File: src/hw/rtl/ptbs_pkg.sv
`default_nettype none

package ptbs_pkg;

   localparam int OP_W     = 3;
   localparam int THREAD_W = 2;
   localparam int SIZE_W   = 9;
   localparam int DATA_W   = 64;
   localparam int STATUS_W = 2;
   localparam int LEVEL_W  = 9;

   localparam int START_ADDRESS  = 0;
   localparam int MAX_ITEM_BYTES = 8;

   localparam int BANKS  = 8;
   localparam int BANK_W = $clog2(BANKS);

   localparam int QUEUE_DEPTH = 2;
   localparam int QUEUE_PTR_W = $clog2(QUEUE_DEPTH);

   localparam logic [OP_W-1:0] OP_PUSH   = 3'd0;
   localparam logic [OP_W-1:0] OP_POP    = 3'd1;
   localparam logic [OP_W-1:0] OP_LOAD   = 3'd2;
   localparam logic [OP_W-1:0] OP_REWIND = 3'd3;
   localparam logic [OP_W-1:0] OP_QUERY  = 3'd4;

   localparam logic [STATUS_W-1:0] STATUS_OK    = 2'd0;
   localparam logic [STATUS_W-1:0] STATUS_RANGE = 2'd1;
   localparam logic [STATUS_W-1:0] STATUS_SIZE  = 2'd2;

   typedef enum logic [2:0] {
      KIND_PUSH,
      KIND_POP,
      KIND_LOAD,
      KIND_REWIND,
      KIND_QUERY,
      KIND_NOP
   } kind_type;

   typedef struct packed {
      kind_type              kind;
      logic [THREAD_W-1:0]   thread;
      logic                  thread_bad;
      logic                  size_err;
      logic [SIZE_W-1:0]     size;
      logic [DATA_W-1:0]     push_data;
   } cmd_type;

endpackage

`default_nettype wire

File: src/hw/rtl/ptbs_queue.sv
`default_nettype none

module ptbs_queue (
   input  wire logic               clock,
   input  wire logic               reset,
   input  wire logic               q_push,
   input  wire ptbs_pkg::cmd_type  q_cmd_in,
   output logic                    q_full,
   input  wire logic               q_pop,
   output ptbs_pkg::cmd_type       q_cmd_out,
   output logic                    q_empty
);

   localparam int PW = ptbs_pkg::QUEUE_PTR_W;
   localparam int CW = ptbs_pkg::QUEUE_PTR_W + 1;

   ptbs_pkg::cmd_type entry_ff [ptbs_pkg::QUEUE_DEPTH];
   logic [PW-1:0] wr_ptr_ff, wr_ptr_in;
   logic [PW-1:0] rd_ptr_ff, rd_ptr_in;
   logic [CW-1:0] count_ff, count_in;

   assign q_full    = (count_ff == CW'(ptbs_pkg::QUEUE_DEPTH));
   assign q_empty   = (count_ff == '0);
   assign q_cmd_out = entry_ff[rd_ptr_ff];

   always_comb begin
      wr_ptr_in = wr_ptr_ff;
      rd_ptr_in = rd_ptr_ff;
      count_in  = count_ff;
      if (q_push) begin
         wr_ptr_in = (wr_ptr_ff == PW'(ptbs_pkg::QUEUE_DEPTH - 1)) ? '0 : wr_ptr_ff + 1'b1;
      end
      if (q_pop) begin
         rd_ptr_in = (rd_ptr_ff == PW'(ptbs_pkg::QUEUE_DEPTH - 1)) ? '0 : rd_ptr_ff + 1'b1;
      end
      if (q_push && !q_pop) begin
         count_in = count_ff + 1'b1;
      end else if (q_pop && !q_push) begin
         count_in = count_ff - 1'b1;
      end
   end

   always_ff @(posedge clock) begin
      if (reset) begin
         wr_ptr_ff <= '0;
         rd_ptr_ff <= '0;
         count_ff  <= '0;
      end else begin
         wr_ptr_ff <= wr_ptr_in;
         rd_ptr_ff <= rd_ptr_in;
         count_ff  <= count_in;
      end
   end

   always_ff @(posedge clock) begin
      if (q_push) begin
         entry_ff[wr_ptr_ff] <= q_cmd_in;
      end
   end

   a_count_bound: assert property (@(posedge clock) disable iff (reset)
      count_ff <= CW'(ptbs_pkg::QUEUE_DEPTH))
      else $error("queue count beyond depth");

   a_no_push_full: assert property (@(posedge clock) disable iff (reset)
      q_push |-> !q_full)
      else $error("request written into a full queue");

   a_no_pop_empty: assert property (@(posedge clock) disable iff (reset)
      q_pop |-> !q_empty)
      else $error("request taken from an empty queue");

endmodule

`default_nettype wire

File: config.mk
export PLATFORM = sky130hd
export DESIGN_NAME = ptbs_queue
export DESIGN_NICKNAME = d
export VERILOG_FILES = /design/src/hw/rtl/ptbs_pkg.sv /design/src/hw/rtl/ptbs_queue.sv
export SDC_FILE = /design/constraint.sdc
export NUM_CORES = 1
export LEC_CHECK = 0
export ABC_AREA = 1
export BUFFER_PORTS_ARGS = -buffer_cell sky130_fd_sc_hd__buf_2
export CORE_MARGIN = 2
export CORE_UTILIZATION = 45
export DETAILED_ROUTE_END_ITERATION = 10
export GPL_TIMING_DRIVEN = 0
export PLACE_DENSITY_LB_ADDON = 0.2
export SETUP_SLACK_MARGIN = 0.2
export SLEW_MARGIN = 20
export SYNTH_ARGS = -nofsm -noshare
export SYNTH_HDL_FRONTEND = slang
export SYNTH_SLANG_ARGS = --single-unit
export TNS_END_PERCENT = 10
File: constraint.sdc
create_clock -name clock -period 12.5 [get_ports clock]
set_input_delay 1.875 -clock clock [delete_from_list [all_inputs] [get_ports clock]]
set_output_delay 1.875 -clock clock [all_outputs]
set_load 0.005 [all_outputs]
==> flow_metrics.env <==
export IMPL_cts_buffers=17
export IMPL_seq_area_frac_synth_pct=76.6
export IMPL_synth_fp_nets=367
export IMPL_fin_tns_setup_ps=0
export IMPL_critical_path_class="flop to output pin"
export IMPL_grt_pass1_vias=3319
export IMPL_drt_total_wl_um=10800
export IMPL_slew_headroom_pct=64.6
export IMPL_remaining_drc_errors=0
export IMPL_irDropWorstVdd_mv=0.113
export IMPL_synth_edf_count=160
export IMPL_antenna_found_initial=1
export IMPL_cp_arrival_ps=1570
export IMPL_synth_common_cells="160 x edfxtp_1, 80 x mux2_4, 9 x inv_1"
export IMPL_fin_area_um2=8240
export IMPL_layout_cells_non_filler=664
export IMPL_vias=3167
export IMPL_overflow=0
export IMPL_ys_warn_count=0
export IMPL_start_util_pct=46.1
export IMPL_max_freq_mhz=290
export IMPL_gp_congestion=0.643
export IMPL_cts_sinks=165
export IMPL_finalCritPeriodShare_pct=27.6
export IMPL_post_cts_resized=0
export IMPL_crit_path_start_kind="flop"
export IMPL_synth_largest_area_cell="edfxtp_1"
export IMPL_synthFlopType="edfxtp_1"
export IMPL_post_cts_buffers=0
export IMPL_netlist_top_cells_area="edfxtp_1 75%, mux2_4 19%, buf_12 2.5%, dfxtp_1 1.6%, inv_1 0.53%"
export IMPL_p_leak_nw=3.31
export IMPL_grt_max_degree=52
export IMPL_synth_cell_types=15
export IMPL_netlist_area_um2=6400
export IMPL_synth_seq_cells=165
export IMPL_fin_crit_ps=3450
export IMPL_synthArstFlopShare_pct=0
export IMPL_cts_hold_fix_buffers=0
export IMPL_hold_path_cell_count=2
export IMPL_coreArea_um2=13900
export IMPL_fin_nets=556
export IMPL_portBuffers=165
export IMPL_die_area_um2=15200
export IMPL_hp_start="count_ff[0]"
export IMPL_clkTransAtPathRegs_ps=60
export IMPL_num_rows=43
export IMPL_endpoint_kind="output pin"
export IMPL_grt_usage_pct=14.8
export IMPL_viasPerCell=4.77
export IMPL_clock_skew_ps=3.71
export IMPL_worstRegToRegCells=3
export IMPL_fin_util_pct=59.3
export IMPL_rsz0062_at_grt="false"
export IMPL_place_area_um2=7600
export IMPL_worst_pin_slew_ps=530
export IMPL_max_cap_violations=0
export IMPL_r2r_end="entry_ff[1][26]"
export IMPL_cp_max_fo=10
export IMPL_slew_viol_final=0
export IMPL_pin_count=166
export IMPL_antenna_cells=0
export IMPL_hold_violations=0
export IMPL_hold_end="count_ff[0]"
export IMPL_dp_cells=632
export IMPL_yosysMostFrequentCell="edfxtp_1"
export IMPL_ant_nets=0
export IMPL_routedWlPerCell_um=16.3
export IMPL_grt_pass1_wl_um=16400
export IMPL_cts_tree="done"
export IMPL_drtIter0Drc=154
export IMPL_r2r_start="wr_ptr_ff"
export IMPL_h_tree_depth=4
export IMPL_synth_avg_cell_area_um2=22.7
export IMPL_outcome="completed"
export IMPL_place_hpwl_um=7370
export IMPL_hold_class="flop to flop"
export IMPL_setup_viol=0
export IMPL_cts_path_max_buffers=2
export IMPL_powerDensity_nw_per_um2=163
export IMPL_syn_inst=282
export IMPL_ff2ff_setup_slack_ps=10970
export IMPL_fp_dieH_um=123
export IMPL_drive_gt1_share_pct=60.1
export IMPL_dr_pass1_iters=4
export IMPL_die_w_um=123
export IMPL_crit_required_ps=10620
export IMPL_synth_top_area_share_pct=75.0
export IMPL_syn_to_final_growth_pct=28.6
export IMPL_clock_root_buffer="clkbuf_16"
export IMPL_fillers=1060
export IMPL_clk_latency_ps=410
[layout make-up]
cell class / instances / area (µm²) / area share [%]
Inverter: 9 / 36.3 / 0.441
Multi-Input combinational cell: 99 / 1300 / 15.8
Clock buffer: 20 / 457 / 5.55
Sequential cell: 165 / 4900 / 59.6
Buffer: 9 / 171 / 2.08
Clock inverter: 12 / 176 / 2.14
Tap cell: 180 / 225 / 2.73
Timing Repair Buffer: 170 / 963 / 11.7
[cells by family after synthesis]
logic type	synth area share (%)
AND/OR/NAND/NOR	0.957
buffers and inverters	3.20
multiplexers	18.8
XOR/XNOR	0.137
AO/OA/AOI/OAI	0.156
adder cells (fa/ha/maj)	0.195
flip-flops	76.6
[cells in the final DEF, fill, tap and decap left out, drive strengths merged]
| master | instances |
|---|---|
| xnor2 | 1 |
| clkinvlp | 4 |
| bufinv | 4 |
| dfxtp | 5 |
| inv | 10 |
| nand3 | 1 |
| nor3 | 1 |
| mux2 | 80 |
| nand2 | 5 |
| clkbuf | 20 |
| buf | 179 |
| o21ai | 1 |
| a21oi | 1 |
| nand4 | 1 |
| nor2 | 7 |
| edfxtp | 160 |
| clkinv | 3 |
| ha | 1 |
[sequential cells by signal (all words and copies together) (netlist names), named ones only]
name       cells
entry_ff     160
count_ff       2
rd_ptr_ff      1
wr_ptr_ff      1
[how the worst max path moves through the flow]
stage                      end  slack (ps)
2_1_floorplan   entry_ff[0][0]        6710
3_3_place_gp   entry_ff[0][56]        4490
3_5_place_dp   entry_ff[0][51]        9280
4_1_cts          q_cmd_out[22]        9010
5_1_grt          q_cmd_out[70]        8960
6_report         q_cmd_out[22]        9050
[worst max-delay path: stages (launching register included)]
cell and delay [ps]:
dfxtp_1 320, buf_6 210, buf_12 180, mux2_4 300
buf_2 140
[routing by layer]
metal | vias up | wire (µm) | share of wire [%] | global-route usage, %
met2 | 113 | 5420 | 50 | 23.7
li1 | 1480 | - | - | -
met1 | 1561 | 4300 | 40 | 17.2
met5 | - | 11 | 0.10 | 0
met4 | 2 | 128 | 1.2 | 6.82
met3 | 11 | 943 | 8.7 | 6.18
[through the flow]
step / total power, mW / hold WS, ps / worst slack (ps)
2_1_floorplan: 0.749 / 480 / 6710
3_3_place_gp: 0.806 / 498 / 4490
3_5_place_dp: 0.813 / 526 / 9280
4_1_cts: 1.36 / 534 / 9010
5_1_grt: 1.39 / 570 / 8960
6_report: 1.34 / 533 / 9050
[where the power goes]
group / internal [mW] / switching (mW)
registers: 0.640 / 0.00754
logic: 0.0876 / 0.0627
clock network: 0.345 / 0.198
total: 1.07 / 0.269
Note: power is estimated with default switching activity, not from simulation.
